$ cat src/design/ptc_pkg.sv
// Package for the clamped-term PID controller: field widths, command and
// register index codes, request payload type. No dependencies.
`timescale 1ns / 1ps

package ptc_pkg;

   localparam int FieldWidth = 16;
   localparam int GainWidth  = 16;
   localparam int LimitWidth = 15;
   localparam int CsrIdxWidth = 3;
   localparam int CsrDataWidth = 16;

   typedef enum logic [1:0] {
      CMD_SET_MEAS = 2'd0,
      CMD_ERROR    = 2'd1,
      CMD_CLEAR    = 2'd2,
      CMD_RSVD     = 2'd3
   } cmd_type;

   typedef enum logic [CsrIdxWidth-1:0] {
      CSR_GAIN_PROP   = 3'd0,
      CSR_GAIN_INTEG  = 3'd1,
      CSR_GAIN_DERIV  = 3'd2,
      CSR_LIMIT_PROP  = 3'd3,
      CSR_LIMIT_INTEG = 3'd4,
      CSR_LIMIT_DERIV = 3'd5,
      CSR_LIMIT_TOTAL = 3'd6,
      CSR_UNUSED      = 3'd7
   } csr_idx_type;

   typedef struct packed {
      cmd_type                       cmd;
      logic signed [FieldWidth-1:0]  setpoint;
      logic signed [FieldWidth-1:0]  measured;
      logic signed [FieldWidth-1:0]  error_in;
   } req_type;

endpackage

$ cat src/design/ptc_if.sv
// Valid/ready channel interfaces for request and response transactions.
// Depends on ptc_pkg.
`timescale 1ns / 1ps

interface ptc_req_if;
   logic                                valid;
   logic                                ready;
   ptc_pkg::cmd_type                    cmd;
   logic signed [ptc_pkg::FieldWidth-1:0] setpoint;
   logic signed [ptc_pkg::FieldWidth-1:0] measured;
   logic signed [ptc_pkg::FieldWidth-1:0] error_in;

   modport source (output valid, cmd, setpoint, measured, error_in, input ready);
   modport sink   (input valid, cmd, setpoint, measured, error_in, output ready);
endinterface

interface ptc_rsp_if;
   logic                                valid;
   logic                                ready;
   logic signed [ptc_pkg::FieldWidth-1:0] drive;

   modport source (output valid, drive, input ready);
   modport sink   (input valid, drive, output ready);
endinterface

$ cat src/design/pid_term_clamped_controller.sv
// Top level of the clamped-term PID controller: CSRs, input register,
// error/integral datapath and result register. Depends on ptc_pkg, ptc_if, ptc_term.
`timescale 1ns / 1ps

// Positional PID controller, fixed point. Each request transaction carries a
// command: setpoint and measurement, a direct error, or a history clear. One
// response transaction with the drive value follows every request, through the
// input register and then the result register; a new request is taken every
// cycle while the response side does not stall. The error, integral, three
// gain multiplies and clamps lie between those two registers. Gains
// are signed Q8.8 (GAIN_FRAC_BITS fraction bits), products are floored, each
// term is clamped to its own limit and the sum to limit_total. A clear command
// or the unused command returns zero; only the clear resets the history.
// CSRs are written with csr_we, csr_index and csr_wdata and should only be
// changed while no transaction is in flight.
module pid_term_clamped_controller #(
   parameter int DATA_WIDTH     = 16,
   parameter int GAIN_FRAC_BITS = 8,
   parameter int INTEGRAL_WIDTH = 32
) (
   input  logic                                 clock,
   input  logic                                 reset,
   ptc_req_if.sink                              req_ch,
   ptc_rsp_if.source                            rsp_ch,
   input  logic                                 csr_we,
   input  logic [ptc_pkg::CsrIdxWidth-1:0]      csr_index,
   input  logic [ptc_pkg::CsrDataWidth-1:0]     csr_wdata
);
   import ptc_pkg::*;

   localparam int DiffWidth = FieldWidth + 1;
   localparam int ErrExtWidth = (DATA_WIDTH > DiffWidth) ? DATA_WIDTH : DiffWidth;
   localparam int SumWidth = ((INTEGRAL_WIDTH > DATA_WIDTH) ? INTEGRAL_WIDTH
                                                            : DATA_WIDTH) + 1;
   localparam int TotWidth = FieldWidth + 2;

   localparam logic signed [ErrExtWidth-1:0] ErrMax =
      $signed({{(ErrExtWidth-DATA_WIDTH+1){1'b0}}, {(DATA_WIDTH-1){1'b1}}});
   localparam logic signed [ErrExtWidth-1:0] ErrMin = ~ErrMax;
   localparam logic signed [SumWidth-1:0] IntMax =
      $signed({{(SumWidth-INTEGRAL_WIDTH+1){1'b0}}, {(INTEGRAL_WIDTH-1){1'b1}}});
   localparam logic signed [SumWidth-1:0] IntMin = ~IntMax;

   // CSRs
   logic signed [GainWidth-1:0] gain_prop_ff, gain_integ_ff, gain_deriv_ff;
   logic [LimitWidth-1:0]       limit_prop_ff, limit_integ_ff, limit_deriv_ff;
   logic [LimitWidth-1:0]       limit_total_ff;

   // pipeline
   req_type                     req_ff;
   logic                        req_valid_ff;
   logic                        rsp_valid_ff;
   logic signed [FieldWidth-1:0] drive_ff, drive_in;
   logic                        advance;

   // history
   logic signed [DATA_WIDTH-1:0]     prev_error_ff, prev_error_in;
   logic signed [INTEGRAL_WIDTH-1:0] integral_ff, integral_in;

   // datapath
   logic signed [DiffWidth-1:0]      err_raw;
   logic signed [ErrExtWidth-1:0]    err_ext;
   logic signed [DATA_WIDTH-1:0]     err;
   logic signed [SumWidth-1:0]       int_sum;
   logic signed [INTEGRAL_WIDTH-1:0] int_sat;
   logic signed [DATA_WIDTH:0]       err_delta;
   logic signed [FieldWidth-1:0]     p_term, i_term, d_term;
   logic signed [TotWidth-1:0]       total;
   logic signed [TotWidth-1:0]       tot_pos, tot_neg;

   assign advance       = req_valid_ff && (!rsp_valid_ff || rsp_ch.ready);
   assign req_ch.ready  = !req_valid_ff || advance;
   assign rsp_ch.valid  = rsp_valid_ff;
   assign rsp_ch.drive  = drive_ff;

   always_ff @(posedge clock) begin
      if (reset) begin
         gain_prop_ff   <= '0;
         gain_integ_ff  <= '0;
         gain_deriv_ff  <= '0;
         limit_prop_ff  <= '0;
         limit_integ_ff <= '0;
         limit_deriv_ff <= '0;
         limit_total_ff <= '0;
      end else if (csr_we) begin
         unique case (csr_idx_type'(csr_index))
            CSR_GAIN_PROP:   gain_prop_ff   <= $signed(csr_wdata[GainWidth-1:0]);
            CSR_GAIN_INTEG:  gain_integ_ff  <= $signed(csr_wdata[GainWidth-1:0]);
            CSR_GAIN_DERIV:  gain_deriv_ff  <= $signed(csr_wdata[GainWidth-1:0]);
            CSR_LIMIT_PROP:  limit_prop_ff  <= csr_wdata[LimitWidth-1:0];
            CSR_LIMIT_INTEG: limit_integ_ff <= csr_wdata[LimitWidth-1:0];
            CSR_LIMIT_DERIV: limit_deriv_ff <= csr_wdata[LimitWidth-1:0];
            CSR_LIMIT_TOTAL: limit_total_ff <= csr_wdata[LimitWidth-1:0];
            default: ;
         endcase
      end
   end

   always_comb begin
      if (req_ff.cmd == CMD_SET_MEAS) begin
         err_raw = DiffWidth'(req_ff.setpoint) - DiffWidth'(req_ff.measured);
      end else begin
         err_raw = DiffWidth'(req_ff.error_in);
      end
      err_ext = ErrExtWidth'(err_raw);
      if (err_ext > ErrMax) begin
         err = ErrMax[DATA_WIDTH-1:0];
      end else if (err_ext < ErrMin) begin
         err = ErrMin[DATA_WIDTH-1:0];
      end else begin
         err = err_ext[DATA_WIDTH-1:0];
      end

      int_sum = SumWidth'(integral_ff) + SumWidth'(err);
      if (int_sum > IntMax) begin
         int_sat = IntMax[INTEGRAL_WIDTH-1:0];
      end else if (int_sum < IntMin) begin
         int_sat = IntMin[INTEGRAL_WIDTH-1:0];
      end else begin
         int_sat = int_sum[INTEGRAL_WIDTH-1:0];
      end

      err_delta = (DATA_WIDTH+1)'(err) - (DATA_WIDTH+1)'(prev_error_ff);
   end

   ptc_term #(.OPND_WIDTH(DATA_WIDTH), .GAIN_FRAC_BITS(GAIN_FRAC_BITS)) u_prop (
      .gain(gain_prop_ff), .operand(err), .limit(limit_prop_ff), .term(p_term)
   );
   ptc_term #(.OPND_WIDTH(INTEGRAL_WIDTH), .GAIN_FRAC_BITS(GAIN_FRAC_BITS)) u_integ (
      .gain(gain_integ_ff), .operand(int_sat), .limit(limit_integ_ff), .term(i_term)
   );
   ptc_term #(.OPND_WIDTH(DATA_WIDTH+1), .GAIN_FRAC_BITS(GAIN_FRAC_BITS)) u_deriv (
      .gain(gain_deriv_ff), .operand(err_delta), .limit(limit_deriv_ff), .term(d_term)
   );

   always_comb begin
      total   = TotWidth'(p_term) + TotWidth'(i_term) + TotWidth'(d_term);
      tot_pos = $signed({{(TotWidth-LimitWidth){1'b0}}, limit_total_ff});
      tot_neg = -tot_pos;
      prev_error_in = prev_error_ff;
      integral_in   = integral_ff;
      drive_in      = '0;
      case (req_ff.cmd) inside
         CMD_SET_MEAS, CMD_ERROR: begin
            prev_error_in = err;
            integral_in   = int_sat;
            if (total > tot_pos) begin
               drive_in = tot_pos[FieldWidth-1:0];
            end else if (total < tot_neg) begin
               drive_in = tot_neg[FieldWidth-1:0];
            end else begin
               drive_in = total[FieldWidth-1:0];
            end
         end
         CMD_CLEAR: begin
            prev_error_in = '0;
            integral_in   = '0;
         end
         default: ;
      endcase
   end

   always_ff @(posedge clock) begin
      if (reset) begin
         req_valid_ff  <= 1'b0;
         rsp_valid_ff  <= 1'b0;
         prev_error_ff <= '0;
         integral_ff   <= '0;
      end else begin
         if (req_ch.valid && req_ch.ready) begin
            req_valid_ff <= 1'b1;
         end else if (advance) begin
            req_valid_ff <= 1'b0;
         end
         if (advance) begin
            rsp_valid_ff  <= 1'b1;
            prev_error_ff <= prev_error_in;
            integral_ff   <= integral_in;
         end else if (rsp_ch.ready) begin
            rsp_valid_ff <= 1'b0;
         end
      end
   end

   always_ff @(posedge clock) begin
      if (req_ch.valid && req_ch.ready) begin
         req_ff.cmd      <= req_ch.cmd;
         req_ff.setpoint <= req_ch.setpoint;
         req_ff.measured <= req_ch.measured;
         req_ff.error_in <= req_ch.error_in;
      end
      if (advance) begin
         drive_ff <= drive_in;
      end
   end

endmodule

$ cat src/design/ptc_term.sv
// One controller term: gain times operand, floor scaling, symmetric clamp.
// Depends on ptc_pkg.
`timescale 1ns / 1ps

module ptc_term #(
   parameter int OPND_WIDTH     = 16,
   parameter int GAIN_FRAC_BITS = 8
) (
   input  logic signed [ptc_pkg::GainWidth-1:0]  gain,
   input  logic signed [OPND_WIDTH-1:0]          operand,
   input  logic        [ptc_pkg::LimitWidth-1:0] limit,
   output logic signed [ptc_pkg::FieldWidth-1:0] term
);
   import ptc_pkg::*;

   localparam int ProdWidth = GainWidth + OPND_WIDTH;

   logic signed [ProdWidth-1:0] prod;
   logic signed [ProdWidth-1:0] scaled;
   logic signed [ProdWidth-1:0] lim_pos;
   logic signed [ProdWidth-1:0] lim_neg;

   always_comb begin
      prod    = ProdWidth'(gain) * ProdWidth'(operand);
      // arithmetic shift gives floor for negative products
      scaled  = prod >>> GAIN_FRAC_BITS;
      lim_pos = $signed({{(ProdWidth-LimitWidth){1'b0}}, limit});
      lim_neg = -lim_pos;
      if (scaled > lim_pos) begin
         term = lim_pos[FieldWidth-1:0];
      end else if (scaled < lim_neg) begin
         term = lim_neg[FieldWidth-1:0];
      end else begin
         term = scaled[FieldWidth-1:0];
      end
   end

endmodule

$ cat src/flat_wrapper.sv
// flat-port wrapper written by rule: the top's interface ports become plain ports
module pid_term_clamped_controller_flat import ptc_pkg::*;
#(
   parameter int DATA_WIDTH     = 16,
   parameter int GAIN_FRAC_BITS = 8,
   parameter int INTEGRAL_WIDTH = 32
)
  (clock, reset, csr_we, csr_index, csr_wdata, req_ch_valid, req_ch_cmd, req_ch_setpoint, req_ch_measured, req_ch_error_in, req_ch_ready, rsp_ch_valid, rsp_ch_drive, rsp_ch_ready);
  ptc_req_if req_ch_i ();
  ptc_rsp_if rsp_ch_i ();
  input  logic clock;
  input  logic reset;
  input  logic csr_we;
  input  logic [ptc_pkg::CsrIdxWidth-1:0] csr_index;
  input  logic [ptc_pkg::CsrDataWidth-1:0] csr_wdata;
  input wire logic [$bits(req_ch_i.valid)-1:0] req_ch_valid;
  input wire logic [$bits(req_ch_i.cmd)-1:0] req_ch_cmd;
  input wire logic [$bits(req_ch_i.setpoint)-1:0] req_ch_setpoint;
  input wire logic [$bits(req_ch_i.measured)-1:0] req_ch_measured;
  input wire logic [$bits(req_ch_i.error_in)-1:0] req_ch_error_in;
  output wire logic [$bits(req_ch_i.ready)-1:0] req_ch_ready;
  output wire logic [$bits(rsp_ch_i.valid)-1:0] rsp_ch_valid;
  output wire logic [$bits(rsp_ch_i.drive)-1:0] rsp_ch_drive;
  input wire logic [$bits(rsp_ch_i.ready)-1:0] rsp_ch_ready;
  assign req_ch_i.valid = req_ch_valid;
  assign req_ch_i.cmd = req_ch_cmd;
  assign req_ch_i.setpoint = req_ch_setpoint;
  assign req_ch_i.measured = req_ch_measured;
  assign req_ch_i.error_in = req_ch_error_in;
  assign req_ch_ready = req_ch_i.ready;
  assign rsp_ch_valid = rsp_ch_i.valid;
  assign rsp_ch_drive = rsp_ch_i.drive;
  assign rsp_ch_i.ready = rsp_ch_ready;
  pid_term_clamped_controller #(.DATA_WIDTH(DATA_WIDTH), .GAIN_FRAC_BITS(GAIN_FRAC_BITS), .INTEGRAL_WIDTH(INTEGRAL_WIDTH)) u_core (.clock(clock), .reset(reset), .req_ch(req_ch_i), .rsp_ch(rsp_ch_i), .csr_we(csr_we), .csr_index(csr_index), .csr_wdata(csr_wdata));
endmodule
$ cat config.mk
export PLATFORM = sky130hd
export DESIGN_NAME = pid_term_clamped_controller_flat
export DESIGN_NICKNAME = d
export VERILOG_FILES = /design/src/design/ptc_pkg.sv /design/src/design/ptc_if.sv /design/src/design/pid_term_clamped_controller.sv /design/src/design/ptc_term.sv /design/src/flat_wrapper.sv
export SDC_FILE = /design/constraint.sdc
export NUM_CORES = 2
export LEC_CHECK = 0
export ABC_AREA = 1
export BUFFER_PORTS_ARGS = -buffer_cell sky130_fd_sc_hd__buf_2
export CAP_MARGIN = 20
export CORE_MARGIN = 2
export CORE_UTILIZATION = 60
export CTS_BUF_LIST = sky130_fd_sc_hd__clkbuf_4 sky130_fd_sc_hd__clkbuf_8 sky130_fd_sc_hd__clkbuf_16
export CTS_CLUSTER_SIZE = 24
export DETAILED_ROUTE_END_ITERATION = 7
export PLACE_DENSITY = 0.74
export SLEW_MARGIN = 20
export SYNTH_ARGS = -nofsm -noshare
export SYNTH_HDL_FRONTEND = slang
export SYNTH_SLANG_ARGS = --single-unit
$ cat constraint.sdc
create_clock -name clock -period 23.3 [get_ports clock]
set_input_delay 3.495 -clock clock [delete_from_list [all_inputs] [get_ports clock]]
set_output_delay 3.495 -clock clock [all_outputs]
set_load 0.02 [all_outputs]
Word-level counts from Yosys, hierarchy flattened
Cells that the tools add are included. Widths: inputs -> output; s select.

Register bits: 224. Input bits: 74. Output and inout port bits: 18. Word-level logic and storage cells: 92.

$add $sub $neg: 9. Multiply operators: 3. Magnitude comparators: 12. Eq/ne operators: 8. Muxes and demuxes: 21. Bitwise operators: 1. Reductions and logical operators: 21.

Operator list (number): $mux 16 (11); $mux 32 (4); $lt 40x48->1 (1); $mul 16x32->48 (1); $neg 15->48 (1); $gt 40x16->1 (1); $sub 16x16->17 (2); $add 32x16->33 (1); $gt 33x32->1 const B (1); $lt 25x33->1 (1); $lt 33x32->1 const B (1); $mul 16x17->33 (1); $neg 15->33 (1); $lt 24x32->1 (1); $mul 16x16->32 (1); $neg 15->32 (1); $gt 25x16->1 (1); $gt 24x16->1 (1); $add 17x16->18 (1); $gt 18x16->1 (1); $lt 18x18->1 (1); $neg 15->18 (1); $add 16x16->17 (1); $gt 17x16->1 const B (1); other kinds (18) (37).

Longest topological paths before layout
Depth after elaboration: 18. Gate-level depth with buffers: 115. Mapped depth without buffers: 111.

Hierarchy
A second synthesis with hierarchy kept.

Cells, all modules: 8687. Area total of the unflattened synthesis: 61779.3 um^2.

By module, submodules not included: ptc_term at u_core.u_integ (instances 1, cells each 3079, area each 21723.3 um^2, seq. area each 0.0 um^2); pid_term_clamped_controller (instances 1, cells each 2070, area each 14642.8 um^2, seq. area each 5144.9 um^2); ptc_term at u_core.u_deriv (instances 1, cells each 1793, area each 12837.3 um^2, seq. area each 0.0 um^2); ptc_term at u_core.u_prop (instances 1, cells each 1745, area each 12575.8 um^2, seq. area each 0.0 um^2).

Worst setup path before layout
Ideal clock, no wire load.

Path kind: reg-to-reg. Start: register u_core.req_ff[16] (netlist name). End: register u_core.drive_ff[13] (netlist: u_core.rsp_ch.drive[13]), data pin. Data arrival time: 16.810 ns. Data required time: 23.045 ns. Setup slack: 6.235 ns. Stages on the path, launching flop included: 109. Path buffers: 4. Cells stage by stage: edfxtp_1 -> ha_1 -> fa_1 -> o21ai_1 -> nand2_1 -> nand2_1 -> a21oi_1 -> o21ai_2 -> nand2_2 -> a21oi_1 -> nor2_2 -> nand3_2 -> nand2_2 -> buf_1 -> ha_1 -> fa_1 -> nand3b_1 -> nand2_1 -> (+73 left out) -> o21ai_0 -> nand2_1 -> nand2_1 -> nand2_1 -> ha_1 -> nand2_1 -> inv_1 -> nand3_1 -> a31oi_1 -> a2111oi_0 -> o311ai_0 -> or2_2 -> nand2_1 -> clkbuf_1 -> clkbuf_1 -> o21ai_0 -> nor2_1 -> nor2_1.

Cells in the longest elaborated chain, start to end: 18. Elaborated cells on any way between the ends: 33. Classes of those cells: add/sub (5); mul (3); order compare (12); mux (13).

Ends and longest elaborated chain: from (decl) (RTL line pid_term_clamped_controller.sv:50) `req_type req_ff;`; $sub 16x16->17 * (RTL line pid_term_clamped_controller.sv:101) `err_raw = DiffWidth'(req_ff.setpoint) - DiffWidth'(req_ff.measured);`; $mux 17 * (RTL line pid_term_clamped_controller.sv:100) `if (req_ff.cmd == CMD_SET_MEAS) begin`; $lt 17x16->1 (RTL line pid_term_clamped_controller.sv:108) `end else if (err_ext < ErrMin) begin`; $mux 16 (RTL line pid_term_clamped_controller.sv:108); $mux 16 * (RTL line pid_term_clamped_controller.sv:106) `if (err_ext > ErrMax) begin`; $add 32x16->33 (RTL line pid_term_clamped_controller.sv:114) `int_sum = SumWidth'(integral_ff) + SumWidth'(err);`; $lt 33x32->1 (RTL line pid_term_clamped_controller.sv:117) `end else if (int_sum < IntMin) begin`; $mux 32 (RTL line pid_term_clamped_controller.sv:117); (+2 left out); $lt 40x48->1 (RTL line ptc_term.sv:31) `end else if (scaled < lim_neg) begin`; $mux 16 (RTL line ptc_term.sv:31); $mux 16 (RTL line ptc_term.sv:29) `if (scaled > lim_pos) begin`; $add 16x16->17 (RTL line pid_term_clamped_controller.sv:137) `total = TotWidth'(p_term) + TotWidth'(i_term) + TotWidth'(d_term);`; $add 17x16->18 * (RTL line pid_term_clamped_controller.sv:137); $lt 18x18->1 (RTL line pid_term_clamped_controller.sv:149) `end else if (total < tot_neg) begin`; $mux 16 (RTL line pid_term_clamped_controller.sv:149); $mux 15 * (RTL line pid_term_clamped_controller.sv:147) `if (total > tot_pos) begin`; to (signal assigned) (RTL line pid_term_clamped_controller.sv:193) `drive_ff <= drive_in;`; to (decl) (RTL line pid_term_clamped_controller.sv:53) `logic signed [FieldWidth-1:0] drive_ff, drive_in;`.

Mark *: on every way between the ends. The rest lies on a longest branch, timed or not. A chain may end at the register's enable or synchronous reset.

Final worst setup path
Start: register u_core.req_ff[16] (netlist name). End: register u_core.drive_ff[12] (netlist: u_core.rsp_ch.drive[12]), data pin.

Same word-level chain as after synthesis.

==> key figures <==
Global route
  • GRT Util Overall: approximately two fifths
  • Wire length of the first global-routing pass: between 200000 and 300000 µm
  • Grt ovf: 0
  • Initial antenna violation count: 7
  • Number of global-route vias before repair: 51420
  • Pin count of the biggest net entering global routing: 83

CTS
  • H-tree Lvls: 1
  • Num CTS Buffers: 30
  • # resized after CTS: 0
  • Clk slew on worst S/H paths: 60 ps
  • CTS tree: yes
  • Hold-fix buffers, CTS: 0
  • CTS max path bufs: 3
  • CTS Sinks: approximately 220
  • Clock Latency Late Sink: 670 ps
  • Clock Tree Root: clkbuf_16
  • Post-CTS setup buffers: 0

Finish
  • Non-filler cells, final: approximately 8600
  • Share of layout cells above drive strength 1: 4.616%
  • Layout fillers: 8501
  • Commonest cells after routing, fill and taps aside: inv_1 (1646), nand2_1 (1484), fa_1 (1042)
  • Final layout net count: 8957
  • Final core utilization: between 60% and 70%
  • Register Area: 5145 µm²
  • Layout overhead on the synthesized area: 4.748%
  • Area occupied by multi-input gates: roughly 45000 µm²
  • Most common cell after layout, fill and taps aside: inv_1

Timing
  • Fin Setup TNS: 0 ps
  • Achievable Freq: 0.04732 GHz
  • Final WS setup: 2168 ps
  • Hold_ws: ~470 ps
  • Final Setup Violations: 0
  • Worst Skew: 70.75 ps
  • Worst Max-Slew Pin Slew: 1188 ps
  • RSZ-0062 raised after global routing: no
  • Max-slew headroom: 20.81%
  • Minimum clock period: 21130 ps
  • Slew Limit Fails: 0
  • Fin. Hold Viols: 0
  • Period utilisation layout: 90.70%

Logic synthesis
  • Ranking of synthesized cells by area: fa_1 (37%), ha_1 (12%), inv_1 (11%)
  • Synth Flop Type: dfxtp_1
  • Count of different cell masters after synthesis: 71
  • Sequential fraction of the synthesis area: 9.022%
  • Fraction of registers with async set or reset after synthesis: 0%
  • Synth area leader: fa_1
  • Syn Nets: 8988
  • EDFF count, synth: 66
  • Yosys reg bits: 224
  • Cell Area, Synth: 57030 µm²
  • Avg Inst Size Synth: 7.778 µm²
  • Yosys warns: 0
  • Post-Syn Instances: 7332
  • Top cell type's share of synthesized area: 36.58%

Route
  • Routed len/inst: 21.77 µm
  • Number of remaining DRC errors: 0
  • DR vias/cell: 5.748
  • Routed Wire Length: roughly 190000 µm
  • Drt pass-1 iters: 6
  • Remaining antenna violation count: 0
  • Vias: 49400
  • DR iter-0 viols: slightly below 5000

Worst setup path
  • Crit path arrival time: 21520 ps
  • CP Launch Type: flop
  • Crit path buf inv count: 13
  • Crit end category: flop
  • Cell family with most CP delay: adder cells
  • Critical path fanouts, max: 28
  • Crit path max-delay cell type: a21oi_1
  • CP peak stage delay: ~960 ps
  • Cell mode on critical path: nand2_1
  • WS Path Type: flop to flop
  • Required time of the critical path: roughly 24000 ps

Power and ir drop
  • Clock Power Share: a little under 7%
  • Sw Share: just over 60%
  • Flop pwr share: under 10%
  • Peak VDD IR: between 0.2 and 0.3 mV
  • Internal Power: 2.809 mW
  • NetSw: 4.322 mW
  • Comb pwr share: 85.9%
  • Total power per unit cell area: between 100 and 150 nW/µm²
  • Leakage Power: 29.65 nW

Floorplan
  • Die Y: ~310 µm
  • DIE AREA: 97530 µm²
  • I/O pin count: 92
  • Chip width: 312.3 µm
  • Initial cell density of the core: 60.29%
  • Core footprint: around 95000 µm²
  • Row count: 113

Place
  • Pre-CTS WS: 2409 ps
  • Gpl congestion: 1.025
  • Port bufs: 91
  • Dpl hpwl: 152000 µm
  • Placed Cells incl. Taps: roughly 8500

Job
  • Max cap viols: 0

Status
  • Status: finished, final reports clean

Min path
  • Hold Crit Class: flop to flop
[worst min-delay path, cell delays in order (launching register included)]
cell and delay, ps:
dfxtp_1 310, nand2_1 60, a21oi_1 50
[cells in the mapped netlist (all sizes together), types with 64 or more instances]
| cell type | number |
|---|---|
| a211oi | 121 |
| a21oi | 388 |
| clkbuf | 192 |
| dfxtp | 158 |
| edfxtp | 66 |
| fa | 1042 |
| ha | 540 |
| inv | 1655 |
| nand2 | 1520 |
| nand3 | 127 |
| nor2 | 775 |
| nor3 | 87 |
| o21ai | 217 |
| xnor2 | 64 |
| xor2 | 115 |
[power by group through the flow]
stage / sequential (mW) / clock [mW] / combinational [mW]
final: 0.513 / 0.491 / 6.13
after global placement: 0.521 / 0 / 5.91
after floorplan: 0.527 / 0 / 4.30
after detailed placement: 0.519 / 0 / 5.97
after CTS: 0.512 / 0.492 / 6.03
after global routing: 0.515 / 0.507 / 6.93
[sequential cells by signal, indices dropped and copies added, names as in the netlist]
name                   flops
u_core.req_valid_ff        1
u_core.prev_error_ff      16
u_core.rsp_ch.drive       16
u_core.limit_integ_ff     15
u_core.limit_deriv_ff     15
u_core.integral_ff        32
u_core.gain_prop_ff       16
u_core.limit_prop_ff      15
u_core.rsp_ch.valid        1
u_core.req_ff             50
u_core.limit_total_ff     15
u_core.gain_integ_ff      16
u_core.gain_deriv_ff      16
[per-layer routing]
metal | global-route usage, % | wire (µm) | vias up
met2 | 61.23 | 82920 | 2558
met3 | 8.414 | 19160 | 588
met1 | 52.10 | 72570 | 24040
met4 | 21.55 | 12390 | 2
met5 | 0.6286 | 90 | -
li1 | - | - | 22220
[cell families after synthesis]
kind of cell	Yosys count	share of synthesized area, %
DFF	224	9.022
adders and majority gates	1582	48.43
buffers and inverters	1899	12.60
and+or+nand+nor	2596	18.29
AOI/OAI and AO/OA	852	8.855
xor gates and xnor gates	179	2.808
[through the flow]
stage / instance area, µm² / power [mW]
6_report: 59730 / 7.131
5_1_grt: 59720 / 7.952
4_1_cts: 59710 / 7.033
3_5_place_dp: 58700 / 6.492
3_3_place_gp: 58680 / 6.427
2_1_floorplan: 57030 / 4.823
[path summary, 6_finish.rpt]
| check | startpoint | end | slack (ps) | cells past startpoint |
|---|---|---|---|---|
| worst max register to register | u_core.req_ff[16] | u_core.rsp_ch.drive[12] | 2170 | 97 |
| worst min register to register | u_core.prev_error_ff[12] | u_core.prev_error_ff[12] | 470 | 2 |
| worst min-delay path | u_core.prev_error_ff[12] | u_core.prev_error_ff[12] | 470 | 2 |
| worst max-delay path | u_core.req_ff[16] | u_core.rsp_ch.drive[12] | 2170 | 97 |
[area by class of cell]
class | instances | area share [%]
Clock inverter | 7 | 0.1613
Multi-Input combinational cell | 5209 | 74.84
Timing Repair Buffer | 155 | 1.590
Antenna cell | 7 | 0.02932
Clock buffer | 47 | 1.544
Sequential cell | 224 | 8.613
Inverter | 1681 | 10.57
Tap cell | 1265 | 2.650
No activity file was read; power rests on OpenSTA's default activity.
